[config.mk]
export PLATFORM = sky130hd
export DESIGN_NAME = fuzzy_two_input_inference
export DESIGN_NICKNAME = d
export VERILOG_FILES = /design/src/rtl/fti_pkg.sv /design/src/rtl/fuzzy_two_input_inference.sv /design/src/rtl/fti_grade.sv /design/src/rtl/fti_rules.sv /design/src/rtl/fti_div.sv
export SDC_FILE = /design/constraint.sdc
export NUM_CORES = 2
export LEC_CHECK = 0
export ABC_AREA = 1
export BUFFER_PORTS_ARGS = -buffer_cell sky130_fd_sc_hd__buf_2
export CAP_MARGIN = 20
export CORE_MARGIN = 2
export CORE_UTILIZATION = 62
export CTS_CLUSTER_SIZE = 25
export DETAILED_ROUTE_END_ITERATION = 8
export PLACE_DENSITY = 0.81
export SLEW_MARGIN = 20
export SYNTH_ARGS = -nofsm -noshare
export SYNTH_HDL_FRONTEND = slang
export SYNTH_SLANG_ARGS = --single-unit
[constraint.sdc]
create_clock -name clk -period 11.5 [get_ports clk]
set_clock_uncertainty 0.1 [all_clocks]
set_input_delay 0.575 -clock clk [delete_from_list [all_inputs] [get_ports clk]]
set_output_delay 0.575 -clock clk [all_outputs]
set_load 0.1 [all_outputs]
[src/rtl/fti_pkg.sv]
// ----------------------------------------------------------------------------
// Fuzzy two-input inference package
// Widths, set corners, reciprocal constants and the payload types that
// travel between the pipeline stages of the inference block.
// ----------------------------------------------------------------------------
package fti_pkg;

    // Field and bus widths.
    localparam int LEVEL_W   = 10;
    localparam int ALARM_W   = 11;
    localparam int S_TDATA_W = 24;
    localparam int M_TDATA_W = 16;

    // Internal value widths.
    localparam int GRADE_W   = 10;
    localparam int WHI_W     = 12;
    localparam int WMD_W     = 11;
    localparam int NUM_W     = 23;
    localparam int DEN_W     = 13;
    localparam int DIV_W     = NUM_W + 1;
    localparam int QUOT_W    = 11;
    localparam int DIV_STEPS = QUOT_W;

    // Ramp arithmetic: grade = (dist * 1000 * M) >> SHIFT, exact for all ramp points.
    localparam int DIST_W      = 8;
    localparam int RECIP_W     = 28;
    localparam int PROD_W      = DIST_W + RECIP_W;
    localparam int RECIP_SHIFT = 26;

    // 1000 * ceil(2^26 / 255) and 1000 * ceil(2^26 / 251).
    localparam logic [RECIP_W-1:0] RECIP_255 = 28'd263173000;
    localparam logic [RECIP_W-1:0] RECIP_251 = 28'd267366000;

    // Set corners that fall inside the 10-bit sample range.
    localparam logic [LEVEL_W-1:0] LOW_KNEE  = 10'd259;
    localparam logic [LEVEL_W-1:0] MID_PEAK  = 10'd514;
    localparam logic [LEVEL_W-1:0] HIGH_KNEE = 10'd765;

    localparam logic [GRADE_W-1:0] GRADE_FULL = 10'd1000;
    localparam logic [GRADE_W-1:0] GRADE_NONE = 10'd0;

    // Result when no rule fires.
    localparam logic [ALARM_W-1:0] ALARM_NONE = 11'd514;

    // Ramp products for one sample.
    typedef struct packed {
        logic [LEVEL_W-1:0] level;
        logic [PROD_W-1:0]  p_low_fall;
        logic [PROD_W-1:0]  p_med_rise;
        logic [PROD_W-1:0]  p_med_fall;
        logic [PROD_W-1:0]  p_high_rise;
    } ramp_prod_t;

    typedef struct packed {
        ramp_prod_t flame;
        ramp_prod_t smoke;
    } prod_pair_t;

    // Membership grades for one sample.
    typedef struct packed {
        logic [GRADE_W-1:0] low;
        logic [GRADE_W-1:0] med;
        logic [GRADE_W-1:0] high;
    } grade_set_t;

    typedef struct packed {
        grade_set_t flame;
        grade_set_t smoke;
    } grade_pair_t;

    // Rule strengths summed per output centroid.
    typedef struct packed {
        logic [WHI_W-1:0]   w_hi;
        logic [WMD_W-1:0]   w_md;
        logic [GRADE_W-1:0] w_lo;
    } rule_sum_t;

    // Weighted sum and total weight ahead of the divider.
    typedef struct packed {
        logic [NUM_W-1:0] num;
        logic [DEN_W-1:0] den;
        logic             none;
    } frac_t;

    // One step of the long division.
    typedef struct packed {
        logic [NUM_W-1:0]  rem;
        logic [DEN_W-1:0]  den;
        logic [QUOT_W-1:0] quot;
        logic              none;
    } div_stage_t;

endpackage

[src/rtl/fuzzy_two_input_inference.sv]
// ----------------------------------------------------------------------------
// Fuzzy two-input inference
// Grades a flame and a smoke sample in low, medium and high sets, applies six
// min rules and returns the weighted average of the rule centroids.
//
//  Channel   Dir  Width  Contents (lowest bit first)
//  s_axis    in   24     flame_level[9:0], smoke_level[19:10], zero pad
//  m_axis    out  16     alarm_level[10:0], zero pad
//
// One item enters per cycle while the output takes results. The pipeline has
// two grading stages, two rule stages, eleven divider steps (one quotient
// bit each) and the output register. Every stage holds its own valid bit and
// loads whenever it is empty or its item moves on, so a stalled output only
// backs up as far as the pipeline is full. Reset clears the valid bits only.
// ----------------------------------------------------------------------------
module fuzzy_two_input_inference
    import fti_pkg::*;
(
    input  logic                 clk,
    input  logic                 rst_n,
    input  logic                 s_axis_tvalid,
    output logic                 s_axis_tready,
    input  logic [S_TDATA_W-1:0] s_axis_tdata,  // flame_level, smoke_level
    output logic                 m_axis_tvalid,
    input  logic                 m_axis_tready,
    output logic [M_TDATA_W-1:0] m_axis_tdata   // alarm_level
);

    logic               grade_valid;
    logic               grade_ready;
    grade_pair_t        grades;
    logic               frac_valid;
    logic               frac_ready;
    frac_t              frac;
    logic [ALARM_W-1:0] alarm_level;

    // Membership grading.
    fti_grade u_grade (
        .clk       (clk),
        .rst_n     (rst_n),
        .in_valid  (s_axis_tvalid),
        .in_ready  (s_axis_tready),
        .flame     (s_axis_tdata[LEVEL_W-1:0]),
        .smoke     (s_axis_tdata[2*LEVEL_W-1:LEVEL_W]),
        .out_valid (grade_valid),
        .out_ready (grade_ready),
        .grades    (grades)
    );

    // Rule strengths and weighted sum.
    fti_rules u_rules (
        .clk       (clk),
        .rst_n     (rst_n),
        .in_valid  (grade_valid),
        .in_ready  (grade_ready),
        .grades    (grades),
        .out_valid (frac_valid),
        .out_ready (frac_ready),
        .frac      (frac)
    );

    // Weighted average.
    fti_div u_div (
        .clk       (clk),
        .rst_n     (rst_n),
        .in_valid  (frac_valid),
        .in_ready  (frac_ready),
        .frac      (frac),
        .out_valid (m_axis_tvalid),
        .out_ready (m_axis_tready),
        .alarm     (alarm_level)
    );

    assign m_axis_tdata = M_TDATA_W'(alarm_level);

endmodule

[src/rtl/fti_grade.sv]
// ----------------------------------------------------------------------------
// Fuzzy inference membership grading
// Two stages: ramp distances times the scaled reciprocal, then region
// selection of the low, medium and high grades for both samples.
// ----------------------------------------------------------------------------
module fti_grade
    import fti_pkg::*;
(
    input  logic               clk,
    input  logic               rst_n,
    input  logic               in_valid,
    output logic               in_ready,
    input  logic [LEVEL_W-1:0] flame,
    input  logic [LEVEL_W-1:0] smoke,
    output logic               out_valid,
    input  logic               out_ready,
    output grade_pair_t        grades
);

    // Distances to the four ramp corners, each scaled by 1000/length.
    function automatic ramp_prod_t ramp_products(input logic [LEVEL_W-1:0] x);
        ramp_prod_t         r;
        logic [LEVEL_W-1:0] d_low_fall;
        logic [LEVEL_W-1:0] d_med_rise;
        logic [LEVEL_W-1:0] d_med_fall;
        logic [LEVEL_W-1:0] d_high_rise;
        d_low_fall    = MID_PEAK - x;
        d_med_rise    = x - LOW_KNEE;
        d_med_fall    = HIGH_KNEE - x;
        d_high_rise   = x - MID_PEAK;
        r.level       = x;
        r.p_low_fall  = PROD_W'(d_low_fall[DIST_W-1:0]) * PROD_W'(RECIP_255);
        r.p_med_rise  = PROD_W'(d_med_rise[DIST_W-1:0]) * PROD_W'(RECIP_255);
        r.p_med_fall  = PROD_W'(d_med_fall[DIST_W-1:0]) * PROD_W'(RECIP_251);
        r.p_high_rise = PROD_W'(d_high_rise[DIST_W-1:0]) * PROD_W'(RECIP_251);
        return r;
    endfunction

    // Pick each grade by the region the sample falls in.
    function automatic grade_set_t select_grades(input ramp_prod_t r);
        grade_set_t g;
        logic       le_knee;
        logic       lt_peak;
        logic       lt_high;
        le_knee = (r.level <= LOW_KNEE);
        lt_peak = (r.level < MID_PEAK);
        lt_high = (r.level < HIGH_KNEE);

        if (le_knee)
            g.low = GRADE_FULL;
        else if (lt_peak)
            g.low = r.p_low_fall[RECIP_SHIFT +: GRADE_W];
        else
            g.low = GRADE_NONE;

        if (le_knee || !lt_high)
            g.med = GRADE_NONE;
        else if (lt_peak)
            g.med = r.p_med_rise[RECIP_SHIFT +: GRADE_W];
        else if (r.level == MID_PEAK)
            g.med = GRADE_FULL;
        else
            g.med = r.p_med_fall[RECIP_SHIFT +: GRADE_W];

        if (r.level <= MID_PEAK)
            g.high = GRADE_NONE;
        else if (lt_high)
            g.high = r.p_high_rise[RECIP_SHIFT +: GRADE_W];
        else
            g.high = GRADE_FULL;
        return g;
    endfunction

    logic        prod_valid_reg;
    prod_pair_t  prod_reg;
    prod_pair_t  prod_next;
    logic        prod_ready;
    logic        grade_valid_reg;
    grade_pair_t grade_reg;
    grade_pair_t grade_next;
    logic        grade_ready;

    // Each stage loads when it is empty or its contents move on.
    assign grade_ready = !grade_valid_reg || out_ready;
    assign prod_ready  = !prod_valid_reg || grade_ready;
    assign in_ready    = prod_ready;

    // Stage one: ramp products.
    always_comb
    begin
        prod_next.flame = ramp_products(flame);
        prod_next.smoke = ramp_products(smoke);
    end

    always_ff @(posedge clk or negedge rst_n)
    begin
        if (!rst_n)
            prod_valid_reg <= 1'b0;
        else if (prod_ready)
            prod_valid_reg <= in_valid;
    end

    always_ff @(posedge clk)
    begin
        if (prod_ready && in_valid)
            prod_reg <= prod_next;
    end

    // Stage two: grade selection.
    always_comb
    begin
        grade_next.flame = select_grades(prod_reg.flame);
        grade_next.smoke = select_grades(prod_reg.smoke);
    end

    always_ff @(posedge clk or negedge rst_n)
    begin
        if (!rst_n)
            grade_valid_reg <= 1'b0;
        else if (grade_ready)
            grade_valid_reg <= prod_valid_reg;
    end

    always_ff @(posedge clk)
    begin
        if (grade_ready && prod_valid_reg)
            grade_reg <= grade_next;
    end

    assign out_valid = grade_valid_reg;
    assign grades    = grade_reg;

endmodule

[src/rtl/fti_rules.sv]
// ----------------------------------------------------------------------------
// Fuzzy inference rule evaluation
// Two stages: minimum of each rule's grades summed per centroid, then the
// weighted sum and total weight for the divider.
// ----------------------------------------------------------------------------
module fti_rules
    import fti_pkg::*;
(
    input  logic        clk,
    input  logic        rst_n,
    input  logic        in_valid,
    output logic        in_ready,
    input  grade_pair_t grades,
    output logic        out_valid,
    input  logic        out_ready,
    output frac_t       frac
);

    function automatic logic [GRADE_W-1:0] min_grade(input logic [GRADE_W-1:0] a,
                                                     input logic [GRADE_W-1:0] b);
        return (a < b) ? a : b;
    endfunction

    logic      sum_valid_reg;
    rule_sum_t sum_reg;
    rule_sum_t sum_next;
    logic      sum_ready;
    logic      frac_valid_reg;
    frac_t     frac_reg;
    frac_t     frac_next;
    logic      frac_ready;

    assign frac_ready = !frac_valid_reg || out_ready;
    assign sum_ready  = !sum_valid_reg || frac_ready;
    assign in_ready   = sum_ready;

    // Stage one: rule strengths grouped by output centroid.
    always_comb
    begin
        sum_next.w_hi = WHI_W'(min_grade(grades.flame.low, grades.smoke.high))
                      + WHI_W'(min_grade(grades.flame.med, grades.smoke.high))
                      + WHI_W'(min_grade(grades.flame.high, grades.smoke.high));
        sum_next.w_md = WMD_W'(min_grade(grades.flame.low, grades.smoke.med))
                      + WMD_W'(min_grade(grades.flame.med, grades.smoke.med));
        sum_next.w_lo = min_grade(grades.flame.low, grades.smoke.low);
    end

    always_ff @(posedge clk or negedge rst_n)
    begin
        if (!rst_n)
            sum_valid_reg <= 1'b0;
        else if (sum_ready)
            sum_valid_reg <= in_valid;
    end

    always_ff @(posedge clk)
    begin
        if (sum_ready && in_valid)
            sum_reg <= sum_next;
    end

    // Stage two: high weight times 1024 plus medium weight times 514.
    always_comb
    begin
        frac_next.num  = NUM_W'({sum_reg.w_hi, 10'b0})
                       + NUM_W'({sum_reg.w_md, 9'b0})
                       + NUM_W'({sum_reg.w_md, 1'b0});
        frac_next.den  = DEN_W'(sum_reg.w_hi) + DEN_W'(sum_reg.w_md)
                       + DEN_W'(sum_reg.w_lo);
        frac_next.none = (sum_reg.w_hi == '0) && (sum_reg.w_md == '0)
                      && (sum_reg.w_lo == '0);
    end

    always_ff @(posedge clk or negedge rst_n)
    begin
        if (!rst_n)
            frac_valid_reg <= 1'b0;
        else if (frac_ready)
            frac_valid_reg <= sum_valid_reg;
    end

    always_ff @(posedge clk)
    begin
        if (frac_ready && sum_valid_reg)
            frac_reg <= frac_next;
    end

    assign out_valid = frac_valid_reg;
    assign frac      = frac_reg;

endmodule

[src/rtl/fti_div.sv]
// ----------------------------------------------------------------------------
// Fuzzy inference pipelined divider
// Restoring long division, one quotient bit per stage, followed by an
// output register that substitutes the no-rule result.
// ----------------------------------------------------------------------------
module fti_div
    import fti_pkg::*;
(
    input  logic               clk,
    input  logic               rst_n,
    input  logic               in_valid,
    output logic               in_ready,
    input  frac_t              frac,
    output logic               out_valid,
    input  logic               out_ready,
    output logic [ALARM_W-1:0] alarm
);

    div_stage_t         stage_reg   [DIV_STEPS];
    div_stage_t         stage_next  [DIV_STEPS];
    div_stage_t         stage_in    [DIV_STEPS];
    logic               valid_reg   [DIV_STEPS];
    logic               valid_in    [DIV_STEPS];
    logic               stage_ready [DIV_STEPS];
    logic               alarm_valid_reg;
    logic [ALARM_W-1:0] alarm_reg;
    logic [ALARM_W-1:0] alarm_next;
    logic               alarm_ready;

    // Ready chain from the output register back to the first step.
    assign alarm_ready = !alarm_valid_reg || out_ready;

    always_comb
    begin
        stage_ready[DIV_STEPS-1] = !valid_reg[DIV_STEPS-1] || alarm_ready;
        for (int k = DIV_STEPS - 2; k >= 0; k--)
            stage_ready[k] = !valid_reg[k] || stage_ready[k+1];
    end

    assign in_ready = stage_ready[0];

    // First step takes the numerator as its partial remainder.
    always_comb
    begin
        stage_in[0].rem  = frac.num;
        stage_in[0].den  = frac.den;
        stage_in[0].quot = '0;
        stage_in[0].none = frac.none;
        valid_in[0]      = in_valid;
    end

    for (genvar k = 1; k < DIV_STEPS; k++)
    begin : g_link
        assign stage_in[k] = stage_reg[k-1];
        assign valid_in[k] = valid_reg[k-1];
    end

    for (genvar k = 0; k < DIV_STEPS; k++)
    begin : g_step
        localparam int BIT = DIV_STEPS - 1 - k;
        logic [DIV_W-1:0] trial;
        logic [DIV_W-1:0] diff;

        // Subtract the shifted divisor where it fits.
        assign trial = DIV_W'(stage_in[k].den) << BIT;
        assign diff  = DIV_W'(stage_in[k].rem) - trial;

        always_comb
        begin
            stage_next[k] = stage_in[k];
            if (DIV_W'(stage_in[k].rem) >= trial)
            begin
                stage_next[k].rem       = diff[NUM_W-1:0];
                stage_next[k].quot[BIT] = 1'b1;
            end
        end

        always_ff @(posedge clk or negedge rst_n)
        begin
            if (!rst_n)
                valid_reg[k] <= 1'b0;
            else if (stage_ready[k])
                valid_reg[k] <= valid_in[k];
        end

        always_ff @(posedge clk)
        begin
            if (stage_ready[k] && valid_in[k])
                stage_reg[k] <= stage_next[k];
        end
    end

    // Output register: quotient, or the fixed level when no rule fired.
    assign alarm_next = stage_reg[DIV_STEPS-1].none ? ALARM_NONE
                                                    : stage_reg[DIV_STEPS-1].quot;

    always_ff @(posedge clk or negedge rst_n)
    begin
        if (!rst_n)
            alarm_valid_reg <= 1'b0;
        else if (alarm_ready)
            alarm_valid_reg <= valid_reg[DIV_STEPS-1];
    end

    always_ff @(posedge clk)
    begin
        if (alarm_ready && valid_reg[DIV_STEPS-1])
            alarm_reg <= alarm_next;
    end

    assign out_valid = alarm_valid_reg;
    assign alarm     = alarm_reg;

endmodule

==> flow_metrics.py <==
metrics = {
    "status": {
        "status": "finished clean",
    },
    "synth": {
        "synth_top_flop_cell": "edfxtp_1",
        "ys_seq_elements": 683,
        "yosysUniqueCellTypes": 63,
        "synth_area_leaders": "edfxtp_1 32%, fa_1 16%, ha_1 15%",
        "ys_warn_count": 0,
        "synth_area_leader_cell": "edfxtp_1",
        "synth_area_per_cell_um2": 9.04,
        "syn-cell-area_mm2": 0.0634,
        "synth-edff-count": 667,
        "synthCells": 7014,
        "synth_top_area_share": 0.316,
        "ys_seq_area_frac": 0.322,
        "async_reset_ff_frac": 0.0234,
    },
    "grt": {
        "grt_overflow": 0,
        "first_global_vias": 48200,
        "grt_max_degree": 81,
        "grtUsageTotal": 0.294,
        "grt_pass1_wl_um": 244000,
        "antenna_found_initial": 5,
    },
    "setup_path": {
        "r2r-end": "u_rules.sum_reg[31]$_DFFE_PP_",
        "arrival_ns": 7.22,
        "path_class": "in2reg",
        "r2r_slack_ns": 6.45,
        "required_ns": 11.84,
        "crit_fanout": 20,
        "rr_startpoint": "u_grade.grades[1]$_SDFFCE_PP0P_",
        "cp-startpoint": "s_axis_tdata[10]",
        "end_kind": "flip-flop",
        "startpoint_type": "input port",
        "reg2reg_depth": 21,
    },
    "clocking": {
        "clk_latency_ns": 0.63,
        "clk_root_buffer_cell": "clkbuf_16",
        "cts_buffers": 73,
        "clock-sinks": 683,
        "cts_resized": 0,
        "cts_setup_buffers": 0,
        "clk_pin_slew_ns": 0.06,
        "cts_tree": "built",
        "clk_path_buf_depth": 3,
        "htreeDepth": 3,
    },
    "floorplan": {
        "core-area_mm2": 0.102,
        "die_h_um": 324,
        "io_pins": 46,
        "rows": 117,
        "die_w_um": 324,
        "fp.dieArea_mm2": 0.105,
        "initial_core_util": 0.624,
    },
    "worst_hold_path": {
        "hold_start": "s_axis_tdata[18]",
        "hp-class": "in2reg",
        "min_path_cells": 1,
        "holdPathEnd": "u_grade.prod_reg[152]$_DFFE_PP_",
    },
    "finish": {
        "largest_reg_flops": 427,
        "area.growth.synth_to_final_pct": 6.89,
        "drive_gt1_frac": 0.0349,
        "final_common_cell": "inv_1",
        "layout.nets": 8376,
        "final_cell_mix": "1415 x inv_1, 1146 x nand2_1, 754 x ha_1",
        "fillers": 7966,
    },
    "placed_design": {
        "gp_congestion": 1.00,
        "hpwl_um": 125000,
        "port-buffer-count": 36,
    },
    "routing": {
        "wl_per_cell_um": 17.8,
        "num_vias": 48200,
        "post-route-drc-count": 0,
        "firstDrtPassIters": 6,
        "drt_iter0_drc": 3940,
        "routed_wl_um": 152000,
        "ant_nets": 0,
        "via_per_inst": 5.65,
    },
    "sta": {
        "maxSlewViolCount": 0,
        "period_minus_slack_ns": 6.87,
        "fmax_mhz": 145,
        "fin_crit_sh": 0.598,
        "worst_pin_slew_ns": 1.05,
        "final-setup-viol-count": 0,
        "slew_headroom": 0.302,
        "rsz0062_at_grt": "no",
        "hold_viol": 0,
        "tns_ns": 0,
    },
    "flow_run": {
        "max-cap-violations": 0,
    },
}
per-layer routing:
metal / global-route usage / part of all wire / vias to the layer above
met5: 0 / 0.00044 / -
met4: 0.112 / 0.038 / 10
met3: 0.0381 / 0.064 / 368
met2: 0.502 / 0.48 / 1702
met1: 0.381 / 0.41 / 22900
li1: - / - / 23200
critical path: stages:
cell	delay, ns
buf_2	0.57
inv_1	0.71
o21ai_0	0.53
nor2_1	0.11
xor2_1	0.38
ha_1	0.34
inv_1	0.22
ha_1	0.19
inv_1	0.04
nand2_1	0.28
fa_1	0.48
inv_1	0.09
fa_1	0.48
fa_1	0.56
inv_1	0.04
ha_1	0.35
nand2_1	0.09
inv_1	0.06
nand2_1	0.07
inv_1	0.09
nand2_1	0.06
or3b_2	0.43
o21ai_0	0.21
xor2_1	0.23
layout make-up:
| class | count | area [um2] | area share |
|---|---|---|---|
| Sequential cell | 683 | 20400 | 0.301 |
| Antenna cell | 1 | 2.50 | 0.0000369 |
| Inverter | 1428 | 5360 | 0.0791 |
| Clock buffer | 91 | 1930 | 0.0285 |
| Tap cell | 1368 | 1710 | 0.0252 |
| Timing Repair Buffer | 60 | 408 | 0.00602 |
| Clock inverter | 41 | 533 | 0.00786 |
| Multi-Input combinational cell | 4851 | 37400 | 0.552 |
logic make-up after synthesis:
family / Yosys count / synth area share
AO/OA/AOI/OAI: 1181 / 0.103
other: 1 / 0.0000591
AND/OR/NAND/NOR: 2126 / 0.140
XOR/XNOR: 288 / 0.0399
adder cells (fa/ha/maj): 1251 / 0.306
flip-flops: 683 / 0.322
buffers and inverters: 1484 / 0.0892
cells in the mapped netlist (3+ instances only):
master / n
a211oi_1: 8
a21boi_0: 25
a21boi_1: 3
a21o_1: 50
a21oi_1: 497
a21oi_2: 3
a31oi_1: 34
and2_1: 7
and3_1: 3
buf_2: 18
buf_4: 9
buf_6: 4
clkbuf_1: 24
dfrtp_1: 16
edfxtp_1: 667
fa_1: 497
ha_1: 754
inv_1: 1418
inv_2: 10
nand2_1: 1146
nand2_2: 3
nand3_1: 181
nand3b_1: 21
nand4_1: 68
nor2_1: 495
nor2_2: 4
nor3_1: 103
nor4_1: 57
o2111ai_1: 7
o211ai_1: 18
o21a_1: 26
o21ai_0: 425
o21ai_1: 21
o21ai_2: 8
o21bai_1: 27
o221ai_1: 3
o31ai_1: 13
or2_2: 26
xnor2_1: 100
xor2_1: 187
repair_timing:
item / CTS / global route
endpoints found under the hold margin: 16 / 0
setup endpoints to repair: 0 / 0
hold buffers: 1 / 0
worst max-delay path by stage:
stage	endpoint	slack (ns)	depth (start not counted)
after floorplan	u_grade.prod_reg[100]$_DFFE_PP_	5.08	9
after global placement	u_grade.prod_reg[142]$_DFFE_PP_	4.26	19
after detailed placement	u_grade.prod_reg[103]$_DFFE_PP_	4.10	24
after CTS	u_grade.prod_reg[103]$_DFFE_PP_	4.74	24
after global routing	u_grade.prod_reg[105]$_DFFE_PP_	4.22	27
final	u_grade.prod_reg[103]$_DFFE_PP_	4.63	24
per-stage QoR:
step                      setup WS [ns]  std cells  hold slack [ns]   util  instance area [um2]
after floorplan                    5.08       7018            0.179      -                63400
after global placement             4.26       8386            0.301  0.642                65200
after detailed placement           4.10       8387            0.305  0.643                65300
after CTS                          4.74       8520           0.0465  0.667                67800
after global routing               4.22       8522           0.0640  0.667                67800
final                              4.63       8523           0.0893  0.667                67800
Power is not shown: default switching activity piles up to over one toggle a cycle in this logic, so the estimate is an artifact.
